==> src/hdl/ttpo_pkg.sv <==
// shared types and constants for the timer table block
// no dependencies; imported by every module of the block
package ttpo_pkg;

   // table geometry
   localparam int TIMER_COUNT = 16;
   localparam int IDX_W       = (TIMER_COUNT > 1) ? $clog2(TIMER_COUNT) : 1;

   // field widths
   localparam int KIND_W = 3;
   localparam int SEL_W  = 4;
   localparam int TIME_W = 32;

   // command queue between front and execution unit
   localparam int QUEUE_DEPTH = 4;
   localparam int QPTR_W      = (QUEUE_DEPTH > 1) ? $clog2(QUEUE_DEPTH) : 1;
   localparam int QCNT_W      = $clog2(QUEUE_DEPTH + 1);

   // request kind codes
   localparam logic [KIND_W-1:0] KIND_ARM_PERIODIC = 3'd0;
   localparam logic [KIND_W-1:0] KIND_ARM_ONESHOT  = 3'd1;
   localparam logic [KIND_W-1:0] KIND_DISARM       = 3'd2;
   localparam logic [KIND_W-1:0] KIND_SCAN         = 3'd3;
   localparam logic [KIND_W-1:0] KIND_QUERY        = 3'd4;

   // response kind codes
   localparam logic RESULT_EXPIRY = 1'b0;
   localparam logic RESULT_QUERY  = 1'b1;

   // decoded operation
   typedef enum logic [1:0] {
      OP_ARM    = 2'd0,
      OP_DISARM = 2'd1,
      OP_SCAN   = 2'd2,
      OP_QUERY  = 2'd3
   } op_type;

   // queued command word
   typedef struct packed {
      op_type            op;
      logic              one_shot;
      logic [SEL_W-1:0]  sel;
      logic              in_range;
      logic [TIME_W-1:0] value;     // deadline for arm, current time for scan
      logic [TIME_W-1:0] interval;
   } cmd_type;

   // queue status seen by the producer and the consumer
   typedef struct packed {
      logic avail;
      logic full;
   } q_status_type;

endpackage

==> src/hdl/ttpo_front.sv <==
// front end: accepts request words, decodes kind, checks the entry index
// and computes the arm deadline; depends on ttpo_pkg
module ttpo_front
   import ttpo_pkg::*;
(
   input  logic              req_valid,
   output logic              req_stall,
   input  logic [KIND_W-1:0] req_kind,
   input  logic [SEL_W-1:0]  req_timer_select,
   input  logic [TIME_W-1:0] req_interval,
   input  logic [TIME_W-1:0] req_now,
   input  q_status_type      q_status,
   output logic              q_push,
   output cmd_type           q_wdata
);

   logic in_range;
   logic keep;

   // entry index check against the table size
   assign in_range = (IDX_W + SEL_W)'(req_timer_select) < (IDX_W + SEL_W)'(TIMER_COUNT);

   // decode; out-of-range arm/disarm and unknown kinds are dropped here
   always_comb begin
      keep             = 1'b0;
      q_wdata.op       = OP_SCAN;
      q_wdata.one_shot = (req_kind == KIND_ARM_ONESHOT);
      q_wdata.sel      = req_timer_select;
      q_wdata.in_range = in_range;
      q_wdata.value    = req_now;
      q_wdata.interval = req_interval;
      case (req_kind)
         KIND_ARM_PERIODIC, KIND_ARM_ONESHOT: begin
            keep          = in_range;
            q_wdata.op    = OP_ARM;
            q_wdata.value = req_interval + req_now;
         end
         KIND_DISARM: begin
            keep       = in_range;
            q_wdata.op = OP_DISARM;
         end
         KIND_SCAN: begin
            keep       = 1'b1;
            q_wdata.op = OP_SCAN;
         end
         KIND_QUERY: begin
            keep       = 1'b1;
            q_wdata.op = OP_QUERY;
         end
         default: begin
            keep = 1'b0;
         end
      endcase
   end

   // handshake
   assign req_stall = q_status.full;
   assign q_push    = req_valid && !q_status.full && keep;

endmodule

==> src/hdl/ttpo_queue.sv <==
// short command queue between the front end and the execution unit
// depends on ttpo_pkg
module ttpo_queue
   import ttpo_pkg::*;
(
   input  logic         clock,
   input  logic         reset,
   input  logic         push,
   input  cmd_type      wdata,
   input  logic         pop,
   output cmd_type      rdata,
   output q_status_type status
);

   cmd_type             slot_ff [QUEUE_DEPTH];
   logic [QPTR_W-1:0]   wr_ptr_ff, wr_ptr_in;
   logic [QPTR_W-1:0]   rd_ptr_ff, rd_ptr_in;
   logic [QCNT_W-1:0]   count_ff, count_in;
   logic                do_push;
   logic                do_pop;

   assign status.full  = (count_ff == QCNT_W'(QUEUE_DEPTH));
   assign status.avail = (count_ff != '0);
   assign rdata        = slot_ff[rd_ptr_ff];

   assign do_push = push && !status.full;
   assign do_pop  = pop && status.avail;

   // pointer and fill count update
   always_comb begin
      wr_ptr_in = wr_ptr_ff;
      rd_ptr_in = rd_ptr_ff;
      count_in  = count_ff;
      if (do_push) begin
         wr_ptr_in = (wr_ptr_ff == QPTR_W'(QUEUE_DEPTH - 1)) ? '0 : wr_ptr_ff + 1'b1;
      end
      if (do_pop) begin
         rd_ptr_in = (rd_ptr_ff == QPTR_W'(QUEUE_DEPTH - 1)) ? '0 : rd_ptr_ff + 1'b1;
      end
      if (do_push && !do_pop) begin
         count_in = count_ff + 1'b1;
      end else if (do_pop && !do_push) begin
         count_in = count_ff - 1'b1;
      end
   end

   always_ff @(posedge clock) begin
      if (reset) begin
         wr_ptr_ff <= '0;
         rd_ptr_ff <= '0;
         count_ff  <= '0;
      end else begin
         wr_ptr_ff <= wr_ptr_in;
         rd_ptr_ff <= rd_ptr_in;
         count_ff  <= count_in;
      end
   end

   // slot storage
   always_ff @(posedge clock) begin
      if (do_push) begin
         slot_ff[wr_ptr_ff] <= wdata;
      end
   end

endmodule

==> src/hdl/ttpo_exec.sv <==
// execution unit: holds the timer table, runs arm/disarm/query and the
// entry-by-entry scan, and drives the response register; depends on ttpo_pkg
module ttpo_exec
   import ttpo_pkg::*;
(
   input  logic              clock,
   input  logic              reset,
   input  q_status_type      q_status,
   input  cmd_type           q_rdata,
   output logic              q_pop,
   output logic              rsp_valid,
   input  logic              rsp_stall,
   output logic              rsp_result_kind,
   output logic [SEL_W-1:0]  rsp_timer_index,
   output logic              rsp_enabled_flag,
   output logic              rsp_last
);

   typedef enum logic [2:0] {
      ST_IDLE  = 3'b001,
      ST_SCAN  = 3'b010,
      ST_FLUSH = 3'b100
   } state_type;

   state_type           state_ff, state_in;
   logic [IDX_W-1:0]    cnt_ff, cnt_in;
   logic [TIME_W-1:0]   scan_now_ff, scan_now_in;
   logic                pend_valid_ff, pend_valid_in;
   logic [IDX_W-1:0]    pend_idx_ff, pend_idx_in;

   // timer table
   logic [TIMER_COUNT-1:0] armed_ff;
   logic [TIME_W-1:0]      deadline_ff [TIMER_COUNT];
   logic [TIME_W-1:0]      period_ff   [TIMER_COUNT];
   logic [TIMER_COUNT-1:0] single_ff;

   // response register
   logic                out_valid_ff, out_valid_in;
   logic                out_kind_ff, out_kind_in;
   logic [SEL_W-1:0]    out_idx_ff, out_idx_in;
   logic                out_en_ff, out_en_in;
   logic                out_last_ff, out_last_in;
   logic                out_load;
   logic                out_free;

   // table write controls
   logic                arm_we;
   logic                disarm_we;
   logic                upd_we;
   logic [IDX_W-1:0]    sel_idx;

   // scan datapath
   logic [TIME_W-1:0]   cur_deadline;
   logic [TIME_W-1:0]   sum_deadline;
   logic [TIME_W-1:0]   next_deadline;
   logic                hit;

   assign out_free = !out_valid_ff || !rsp_stall;
   assign sel_idx  = IDX_W'(q_rdata.sel);

   // expiry test and periodic advance for the entry under the scan counter
   assign cur_deadline  = deadline_ff[cnt_ff];
   assign hit           = armed_ff[cnt_ff] && (cur_deadline <= scan_now_ff);
   assign sum_deadline  = cur_deadline + period_ff[cnt_ff];
   assign next_deadline = (sum_deadline < scan_now_ff) ? scan_now_ff : sum_deadline;

   // sequencer
   always_comb begin
      state_in      = state_ff;
      cnt_in        = cnt_ff;
      scan_now_in   = scan_now_ff;
      pend_valid_in = pend_valid_ff;
      pend_idx_in   = pend_idx_ff;
      q_pop         = 1'b0;
      arm_we        = 1'b0;
      disarm_we     = 1'b0;
      upd_we        = 1'b0;
      out_load      = 1'b0;
      out_kind_in   = RESULT_EXPIRY;
      out_idx_in    = SEL_W'(pend_idx_ff);
      out_en_in     = 1'b0;
      out_last_in   = 1'b0;
      case (state_ff)
         ST_IDLE: begin
            if (q_status.avail) begin
               case (q_rdata.op)
                  OP_ARM: begin
                     q_pop  = 1'b1;
                     arm_we = 1'b1;
                  end
                  OP_DISARM: begin
                     q_pop     = 1'b1;
                     disarm_we = 1'b1;
                  end
                  OP_QUERY: begin
                     if (out_free) begin
                        q_pop       = 1'b1;
                        out_load    = 1'b1;
                        out_kind_in = RESULT_QUERY;
                        out_idx_in  = q_rdata.sel;
                        out_en_in   = q_rdata.in_range && armed_ff[sel_idx];
                        out_last_in = 1'b1;
                     end
                  end
                  OP_SCAN: begin
                     q_pop         = 1'b1;
                     scan_now_in   = q_rdata.value;
                     cnt_in        = '0;
                     pend_valid_in = 1'b0;
                     state_in      = ST_SCAN;
                  end
                  default: begin
                     q_pop = 1'b1;
                  end
               endcase
            end
         end
         ST_SCAN: begin
            // a hit is held back until the next one is found so the final one can carry last
            if (!(hit && pend_valid_ff && !out_free)) begin
               if (hit) begin
                  upd_we        = 1'b1;
                  out_load      = pend_valid_ff;
                  pend_valid_in = 1'b1;
                  pend_idx_in   = cnt_ff;
               end
               if (cnt_ff == IDX_W'(TIMER_COUNT - 1)) begin
                  state_in = ST_FLUSH;
               end else begin
                  cnt_in = cnt_ff + 1'b1;
               end
            end
         end
         ST_FLUSH: begin
            if (!pend_valid_ff) begin
               state_in = ST_IDLE;
            end else if (out_free) begin
               out_load      = 1'b1;
               out_last_in   = 1'b1;
               pend_valid_in = 1'b0;
               state_in      = ST_IDLE;
            end
         end
         default: begin
            state_in = ST_IDLE;
         end
      endcase
   end

   // response register next value
   always_comb begin
      if (out_load) begin
         out_valid_in = 1'b1;
      end else if (!rsp_stall) begin
         out_valid_in = 1'b0;
      end else begin
         out_valid_in = out_valid_ff;
      end
   end

   always_ff @(posedge clock) begin
      if (reset) begin
         state_ff      <= ST_IDLE;
         cnt_ff        <= '0;
         pend_valid_ff <= 1'b0;
         out_valid_ff  <= 1'b0;
      end else begin
         state_ff      <= state_in;
         cnt_ff        <= cnt_in;
         pend_valid_ff <= pend_valid_in;
         out_valid_ff  <= out_valid_in;
      end
   end

   always_ff @(posedge clock) begin
      scan_now_ff <= scan_now_in;
      pend_idx_ff <= pend_idx_in;
      if (out_load) begin
         out_kind_ff <= out_kind_in;
         out_idx_ff  <= out_idx_in;
         out_en_ff   <= out_en_in;
         out_last_ff <= out_last_in;
      end
   end

   // enable bits, cleared at reset
   always_ff @(posedge clock) begin
      if (reset) begin
         armed_ff <= '0;
      end else if (arm_we) begin
         armed_ff[sel_idx] <= 1'b1;
      end else if (disarm_we) begin
         armed_ff[sel_idx] <= 1'b0;
      end else if (upd_we && single_ff[cnt_ff]) begin
         armed_ff[cnt_ff] <= 1'b0;
      end
   end

   // deadline, period and one-shot mark
   always_ff @(posedge clock) begin
      if (arm_we) begin
         deadline_ff[sel_idx] <= q_rdata.value;
         period_ff[sel_idx]   <= q_rdata.interval;
         single_ff[sel_idx]   <= q_rdata.one_shot;
      end else if (upd_we && !single_ff[cnt_ff]) begin
         deadline_ff[cnt_ff] <= next_deadline;
      end
   end

   assign rsp_valid        = out_valid_ff;
   assign rsp_result_kind  = out_kind_ff;
   assign rsp_timer_index  = out_idx_ff;
   assign rsp_enabled_flag = out_en_ff;
   assign rsp_last         = out_last_ff;

endmodule

==> src/hdl/timer_table_periodic_oneshot.sv <==
// Timer table with periodic and one-shot entries (16 entries). Request words
// are taken one per cycle into a 4-word command queue while it has room;
// out-of-range arm/disarm and unknown kinds are absorbed at the front. The
// execution unit takes arm, disarm and query straight from idle. A scan
// starts from idle, walks the table one entry per cycle, except while a found
// expiry waits on a stalled response, and then flushes the final word; it
// holds each expiry back until the next one is found so that the final
// response can carry last. Responses come from a single output register; a
// stalled response port holds up queries and scans, and requests stall only
// once the queue fills.
// depends on ttpo_pkg, ttpo_front, ttpo_queue, ttpo_exec
module timer_table_periodic_oneshot
   import ttpo_pkg::*;
(
   input  logic              clock,
   input  logic              reset,
   input  logic              req_valid,
   output logic              req_stall,
   input  logic [KIND_W-1:0] req_kind,
   input  logic [SEL_W-1:0]  req_timer_select,
   input  logic [TIME_W-1:0] req_interval,
   input  logic [TIME_W-1:0] req_now,
   output logic              rsp_valid,
   input  logic              rsp_stall,
   output logic              rsp_result_kind,
   output logic [SEL_W-1:0]  rsp_timer_index,
   output logic              rsp_enabled_flag,
   output logic              rsp_last
);

   q_status_type q_status;
   logic         q_push;
   logic         q_pop;
   cmd_type      q_wdata;
   cmd_type      q_rdata;

   // decode and deadline computation
   ttpo_front u_front (
      .req_valid        (req_valid),
      .req_stall        (req_stall),
      .req_kind         (req_kind),
      .req_timer_select (req_timer_select),
      .req_interval     (req_interval),
      .req_now          (req_now),
      .q_status         (q_status),
      .q_push           (q_push),
      .q_wdata          (q_wdata)
   );

   // command queue
   ttpo_queue u_queue (
      .clock  (clock),
      .reset  (reset),
      .push   (q_push),
      .wdata  (q_wdata),
      .pop    (q_pop),
      .rdata  (q_rdata),
      .status (q_status)
   );

   // table and scan sequencer
   ttpo_exec u_exec (
      .clock            (clock),
      .reset            (reset),
      .q_status         (q_status),
      .q_rdata          (q_rdata),
      .q_pop            (q_pop),
      .rsp_valid        (rsp_valid),
      .rsp_stall        (rsp_stall),
      .rsp_result_kind  (rsp_result_kind),
      .rsp_timer_index  (rsp_timer_index),
      .rsp_enabled_flag (rsp_enabled_flag),
      .rsp_last         (rsp_last)
   );

endmodule

==> config.mk <==
export PLATFORM = sky130hd
export DESIGN_NAME = timer_table_periodic_oneshot
export DESIGN_NICKNAME = d
export VERILOG_FILES = /design/src/hdl/ttpo_pkg.sv /design/src/hdl/ttpo_front.sv /design/src/hdl/ttpo_queue.sv /design/src/hdl/ttpo_exec.sv /design/src/hdl/timer_table_periodic_oneshot.sv
export SDC_FILE = /design/constraint.sdc
export NUM_CORES = 1
export LEC_CHECK = 0
export BUFFER_PORTS_ARGS = -buffer_cell sky130_fd_sc_hd__buf_2
export CORE_MARGIN = 1.5
export CORE_UTILIZATION = 55
export DETAILED_ROUTE_END_ITERATION = 8
export HOLD_SLACK_MARGIN = 0.03
export PLACE_DENSITY_LB_ADDON = 0.3
export SLEW_MARGIN = 20
export SYNTH_ARGS = -nofsm -noshare
export SYNTH_HDL_FRONTEND = slang
export SYNTH_SLANG_ARGS = --single-unit
==> constraint.sdc <==
create_clock -name clock -period 16.05 [get_ports clock]
set_input_delay 0.8025 -clock clock [delete_from_list [all_inputs] [get_ports clock]]
set_output_delay 0.8025 -clock clock [all_outputs]
set_load 0.005 [all_outputs]
; Yosys cells after proc, flatten, opt, wreduce, memory -nomap -nowiden
; Memory sizes are Yosys's and may differ from the RTL's. A register that Yosys moved wholly into a read port is not among the register bits.
; Index checks and enable logic that the tools add are counted.
; W data, S select, Z words.
[totals]
reg_bits = 91
ramBits = 1308
input_bits = 75
output_inout_bits = 9
word_cells = 181
n_memories = 3
[classes]
addsub = 7
n_lt_le_gt_ge = 6
n_eq_ne = 22
muxes = 83
bitwise = 6
n_reduce_logical = 39
[mem_list]
columns = name, depth, word_bits, rd, rd_ports_with_merged_regs, write_ports, line_no
row1 = u_exec.deadline_ff, 16, 32, 1, 1, 1, ttpo_exec.sv:33  ; logic [TIME_W-1:0] deadline_ff [TIMER_COUNT];
row2 = u_exec.period_ff, 16, 32, 1, 1, 1, ttpo_exec.sv:34  ; logic [TIME_W-1:0] period_ff [TIMER_COUNT];
row3 = u_queue.slot_ff, 4, 71, 1, 1, 1, ttpo_queue.sv:15  ; cmd_type slot_ff [QUEUE_DEPTH];
[op_table]
columns = operator, count
row1 = $mux W32, 3
row2 = $add A32 B32 Y32, 2
row3 = $mux W4, 13
row4 = $mux W16, 3
row5 = $mux W1, 39
row6 = $and A16 B16 Y16, 2
row7 = $le A32 B32 Y1, 1
row8 = $lt A32 B32 Y1, 1
row9 = $not A16 Y16, 2
row10 = $reduce_or A32 Y1, 1
row11 = $mux W3, 8
row12 = $bwmux W16, 1
row13 = $or A16 B16 Y16, 1
row14 = $reduce_and A5 Y1, 3
row15 = $logic_and A1 B1 Y1, 13
row16 = $bmux W1 S4, 3
row17 = $lt A4 B5 Y1 const B, 2
row18 = $eq A3 B2 Y1 const B, 3
row19 = $eq A3 B3 Y1 const B, 3
row20 = $pmux W3 S3, 1
row21 = $reduce_bool A3 Y1, 3
row22 = $demux W1 S4, 2
row23 = $eq A2 B2 Y1 const B, 4
row24 = $ge A4 B1 Y1 const B, 2
row25 = other kinds (27), 47

; Depth between registers and ports, before layout
; Gate-level depths: netlist (run 1).
[logic_depth]
ltp_word = 13
depth_mapped = 26
ltp_nobuf = 22

; Cells and area by module
; From an unflattened synthesis (run 1), not the netlist that was laid out.
[unflattened]
cells_unflattened = 3058
hier_area_um2 = 59115.4
[by_module_without_submodules]
columns = mod, n_inst, cells_per_inst, area_per_inst_um2, seq_area_each_um2
row1 = ttpo_exec, 1, 2272, 45810.2, 33101.7
row2 = ttpo_queue, 1, 426, 10892.9, 8828.5
row3 = ttpo_front, 1, 360, 2412.3, 0.0

; Least setup slack after synthesis (run 1)
; OpenSTA, ideal clock, no wires.
[synth_timing]
path_kind = register -> register
from = reg with a tool-made name
to = mem u_exec.deadline_ff[10][0] (enable)
setup_ps = 472
t_arrival_ps = 7048
required_time_ps = 15578
path_slack_ps = 8530
path_stages_with_launch = 15
path_buffers = 5
period_less_slack_ps = 7520
cell_sequence = dfxtp_1 -> clkbuf_1 -> buf_2 -> buf_2 -> buf_2 -> mux4_2 -> mux4_2 -> ha_1 -> nand4_1 -> nor4_1 -> nand3_1 -> a211oi_1 -> nand2b_1 -> clkbuf_1 -> o32ai_1
[synth_rtl]
columns = item, line_no
row1 = "end, declared", ttpo_exec.sv:33

==> results of run 1 <==
## metal layers
layer | GRT usage (%) | vias to the layer above | wire length (µm) | part of all wire (%)
met5 | 0 | - | 0 | 0
met4 | 7.88 | 0 | 3490 | 2.6
met3 | 4.65 | 228 | 10500 | 8.0
met2 | 41.0 | 1365 | 65500 | 49
met1 | 34.6 | 15600 | 52900 | 40
li1 | - | 12600 | - | -
## area by class of cell
cell class	instances	area [µm²]
Timing Repair Buffer	138	861
Tap cell	1391	1740
Sequential cell	1405	41800
Clock buffer	174	3770
Clock inverter	81	772
Multi-Input combinational cell	1360	16300
Inverter	61	229
Antenna cell	1	2.50
Fill cell	6999	39700
## Yosys cell counts, drive strengths merged (38+ instances only)
library cell / instances
a21o: 51
a21oi: 108
buf: 50
clkbuf: 68
dfxtp: 38
edfxtp: 1367
ha: 135
inv: 61
mux4: 404
nand2: 82
nor2: 126
o21ai: 70
## worst max-delay path, stage by stage (launching register included)
cell and delay, ns:
dfxtp_4 0.89, buf_6 0.67, buf_4 0.76, mux4_2 0.40, mux4_2 0.47, ha_1 0.39
nand2_1 0.13, nor2_1 0.05, o311ai_1 0.15, a21oi_1 0.29, o311ai_1 0.69, o21a_1 0.23
o21ai_0 0.12, a21oi_1 0.18, xnor2_1 0.10, ha_1 0.31, nand4_1 0.13, nor2_1 0.25
nand4_1 0.18, nor4_1 0.54, a21oi_4 0.10, inv_1 0.50, mux2i_1 0.18, a21oi_1 0.86
## kinds of logic (layout without fill, tap and decap cells)
kind of cell,after synthesis,count (layout),share of synthesized area [%]
buffers and inverters,179,454,1.24
muxes,449,449,16.4
xor gates and xnor gates,51,51,0.765
AOI/OAI and AO/OA,382,382,4.28
DFF,1405,1405,71.6
adders and majority gates,138,138,3.00
and+or+nand+nor,340,340,2.72
other,0,1,0
## state kept, by name, summed over array words and instances, names as in the netlist, named ones only
name and cells:
u_exec.armed_ff 16, u_exec.cnt_ff 4, u_exec.deadline_ff 512, u_exec.pend_idx_ff 4, u_exec.pend_valid_ff 1, u_exec.period_ff 512, u_exec.rsp_enabled_flag 1, u_exec.rsp_last 1
u_exec.rsp_result_kind 1, u_exec.rsp_timer_index 4, u_exec.rsp_valid 1, u_exec.scan_now_ff 32, u_exec.single_ff 16, u_exec.state_ff 3, u_queue.count_ff 3, u_queue.rd_ptr_ff 2
u_queue.slot_ff 284, u_queue.wr_ptr_ff 2
## power by group
part	internal, mW	total, mW	switching, mW
sequential	4.68	4.80	0.114
combinational	1.20	3.10	1.91
clock	1.86	3.22	1.36
## path summary, 6_finish.rpt
kind	startpoint	to	slack [ns]	depth (start not counted)
worst max-delay path	flop	u_exec.deadline_ff[12][28]	6.92	23
worst min-delay path	req_timer_select[1]	u_queue.slot_ff[3][65]	0.28	1
worst max register to register	flop	u_exec.deadline_ff[12][28]	6.92	23
worst min register to register	u_queue.rd_ptr_ff[0]	flop	0.50	2
## stage by stage
step	setup slack [ns]	std cells	utilization, %	instance area, µm²	total power, mW
global placement	6.88	4353	57.8	60900	7.80
detailed placement	6.54	4353	57.8	60900	7.92
CTS	6.57	4608	62.1	65400	11.1
floorplan	8.53	2944	-	58400	6.96
global route	6.21	4611	62.2	65500	11.6
finish	6.92	4611	62.2	65500	11.1
==> flow_summary.ini, run 1 <==
[outcome]
status = finished clean

[synthesis]
syn-cell-area_um2 = 58400
ys_ff_latch = 1405
synth_area_leaders = edfxtp_1, mux4_2, ha_1, dfxtp_1, a21oi_1
syn_avg_cell_area_um2 = 19.8
seq_area_frac_synth_pct = 71.6
yosysTopAreaCell = edfxtp_1
async_reset_ff_share_pct = 0
syn_inst = 2944
synth-edff-count = 1367
syn_nets = 3157
yosysTopAreaCellShare_pct = 70.3
ys.flop_type = edfxtp_1
yosys_warnings = 0
ys_types = 65

[floorplanning]
die_area_um2 = 108000
start_util_pct = 55.5
die_h_um = 329
core_um2 = 105000
die_w_um = 329
ios = 84
rows = 119

[drt]
wl_per_cell_um = 28.7
vias = 29800
first_iter_violations = 3232
drcViolationCount = 0
wl_um = 132000
viasPerCell = 6.47
dr.pass1.iters = 7
ant_nets = 0

[cells_and_area]
finalNetCount = 3320
final_cell_mix = edfxtp_1, mux4_2, clkbuf_16
drive_above_1_share_pct = 25.5
areaGrowthSynthToFinish_pct = 12.2
layout_commonest_cell = edfxtp_1

[clock_tree]
cts.sinks = 1405
clock_latency_ns = 0.76
cts_tree = yes
cts_hold_buf = 0
cts_setup_buffers = 0
cts.clk_slew.worst_paths_ns = 0.06
cts_made_buffers = 141
cts-root-buf = clkbuf_16
h-tree-depth = 4
cts-resized-gates = 0
cts_buffer_depth = 3

[placed_design]
port_buffers = 83
gp_congestion = 0.898
place_hpwl_um = 76400

[sta]
tightest_slew_ns = 1.09
skew_ns = 0.0253
clock.fmax_ghz = 0.110
rsz0062_at_grt = false
holdWs_ns = 0.278
period_share_pct = 56.9
relSlewSlack_pct = 27.5
slew_viol_final = 0
fin_setup_tns_ns = 0
finalCriticalPeriod_ns = 9.13
final-hold-violation-count = 0
finalSetupViolations = 0

[setup_path]
worstSetupEndpointType = flop
crit_fanout = 81
cp.required_ns = 16.44
crit_path_start_kind = flop
critical_path_class = reg -> reg
arrival_ns = 9.52

[grt]
grt_pass1_wl_um = 196000
grt-ovfl-total = 0
grtUsageTotal_pct = 25.1
first_global_vias = 30700
grt_antenna_before_repair = 2
grt_max_degree = 109

[power_and_ir_drop]
ir_worst_vdd_mv = 0.130
p_leak_nw = 20.9
p_per_area_nw_per_um2 = 170

[run]
maxCapViolCount = 0

[min_path]
hold_path.class = in -> reg
No activity file was read; power rests on OpenSTA's default activity.
==> inputs of run 2 (changes only) <==
clock period = 9.2 ns   (was 16.05 ns; I/O delays follow)
==> run 2 against run 1 <==
Worst setup slack got worse by 5.7 ns. Highest routed layer unchanged. Count of clock-buffer cells in the layout decreased by 5. Worst hold slack got worse by 0.19 ns. Clock skew increased by 0.012 ns. Total power increased by 74%. Combinational power increased by 78%. Sequential share of layout area decreased by 0.72 points. Utilization increased by 0.71 points. Critical endpoint is now u_exec.deadline_ff[4][21]. Via count increased by 1.4%.
==> flow_summary.ini, run 2 (synthesis gave the netlist of run 1 again) <==
[floorplanning]
die_h_um = 329
die_area_um2 = 108000
start_util_pct = 55.5
core_um2 = 105000
die_w_um = 329
rows = 119
ios = 84

[clock_tree]
h-tree-depth = 4
clock_latency_ns = 0.75
cts_made_buffers = 140
cts-root-buf = clkbuf_16
cts.clk_slew.worst_paths_ns = 0.06
cts.sinks = 1405
cts-resized-gates = 0
cts_tree = yes
cts_buffer_depth = 3

[power_and_ir_drop]
p_leak_nw = 21.3
ir_worst_vdd_mv = 0.277
p_comb_share_pct = 28.5
sw_frac_of_total_pct = 30.5
p_per_area_nw_per_um2 = 292
cellInternalPower_mw = 13.5
p_switching_mw = 5.91
pwr-share-clk_pct = 28.3
p_seq_share_pct = 43.2

[placed_design]
placed_cells = 4392
place_hpwl_um = 78400
post_dp_cell_area_um2 = 61400
gp_congestion = 0.939
port_buffers = 83

[grt]
grtUsageTotal_pct = 25.2
grt-ovfl-total = 0
top_usage_layer = met2
global_route.usage.met3_pct = 4.14
first_global_vias = 30800
met2_usage_pct = 41.4
grt_pass1_wl_um = 198000
grt_max_degree = 72
use_met1_pct = 35.2
grt_antenna_before_repair = 1

[sta]
final-hold-violation-count = 0
finalSetupViolations = 0
fin_setup_tns_ns = 0
finalCriticalPeriod_ns = 7.99
relSlewSlack_pct = 27.8
period_share_pct = 86.9
slew_viol_final = 0
tightest_slew_ns = 1.07
skew_ns = 0.0372
clock.fmax_ghz = 0.125
rsz0062_at_grt = false

[setup_path]
reg2reg_depth = 20
arrival_ns = 8.39
cp.required_ns = 9.60
crit_fanout = 57
critical_path_class = reg -> reg
worstSetupEndpointType = flop
crit_path_start_kind = flop

[cells_and_area]
num-fill-cells = 6891
areaGrowthSynthToFinish_pct = 13.5
reg.largest.list = u_exec.deadline_ff (512), u_exec.period_ff (512), u_queue.slot_ff (284)
drive_above_1_share_pct = 25.8
final_cell_mix = edfxtp_1, mux4_2, clkbuf_16
stdcell_count = 4683
finalNetCount = 3393
fin_util_pct = 63.0
layout_commonest_cell = edfxtp_1
fin_area_um2 = 66300

[drt]
vias = 30200
drcViolationCount = 0
viasPerCell = 6.45
first_iter_violations = 3563
ant_nets = 0
dr.pass1.iters = 8
wl_per_cell_um = 28.6
wl_um = 134000

[min_path]
hold_path.class = in -> reg
hold_path_depth = 2

[run]
maxCapViolCount = 0

[outcome]
status = finished clean
## run 2: cell types whose count changed in the layout (fill, tap and decap cells not counted), sizes merged
| cell | delta |
|---|---|
| clkbuf | -6 |
| clkinvlp | +4 |
| inv | +5 |
| buf | +38 |
| dlygate4sd3 | +37 |
| clkinv | -3 |
| bufinv | -3 |
## run 2: worst max-delay path, stage by stage, from the launching register on
cell and delay [ns]:
dfxtp_4 0.93, buf_4 0.38, mux4_2 0.33, mux4_2 0.54
ha_1 0.41, nand3_1 0.16, a211oi_1 0.57, o211ai_1 0.25
a31oi_1 0.64, a211oi_1 0.21, o31ai_1 0.31, xor2_1 0.14
ha_1 0.29, nand4_1 0.11, nor2_1 0.23, nand4_1 0.16
nor4_1 0.54, a21oi_4 0.11, buf_4 0.33, mux2i_1 0.17
a21oi_1 0.77
## run 2: layout make-up
cell class              instances  area (µm²)  area share [%]
diodes                          1        2.50         0.00378
inverters                      61         229           0.345
well taps                    1391        1740            2.63
repair buffers                212        1780            2.68
multi-input cells            1360       16300            24.6
clock buffers                 169        3700            5.58
flip-flops and latches       1405       41800            63.1
clock inverters                84         718            1.08
## run 2: path summary, 6_finish.rpt
path,start,slack [ns],end
setup / recovery,flop,1.21,u_exec.deadline_ff[4][21]
hold reg to reg,u_queue.rd_ptr_ff[0],0.50,flop
setup reg to reg,flop,1.21,u_exec.deadline_ff[4][21]
hold / removal,req_kind[0],0.09,u_queue.slot_ff[1][69]
## run 2: routing by layer
| metal | share of wire [%] | vias to the layer above |
|---|---|---|
| met1 | 40 | 15900 |
| li1 | - | 12800 |
| met5 | 0 | - |
| met2 | 50 | 1398 |
| met3 | 7.9 | 214 |
| met4 | 2.3 | 0 |
## run 2: power groups by stage
stage	Sequential [mW]	Clock, mW	Combinational [mW]
2_1_floorplan	8.36	0	3.78
3_3_place_gp	8.48	0	5.23
3_5_place_dp	8.51	0	5.40
4_1_cts	8.38	5.58	5.46
5_1_grt	8.41	5.82	5.94
6_report	8.37	5.49	5.52
## run 2: what timing repair did
item | CTS | global route
endpoints found under the hold margin | 146 | 0
hold buffers | 37 | 0
buffers inserted | 0 | 0
## run 2: stage by stage
step                      hold WS, ns  worst slack [ns]  total power [mW]
final                          0.0897              1.21              19.4
after detailed placement        0.482              1.15              13.9
after CTS                      0.0379              1.05              19.4
after global routing           0.0877             0.622              20.2
after global placement          0.461              1.30              13.7
after floorplan                 0.463              1.68              12.1
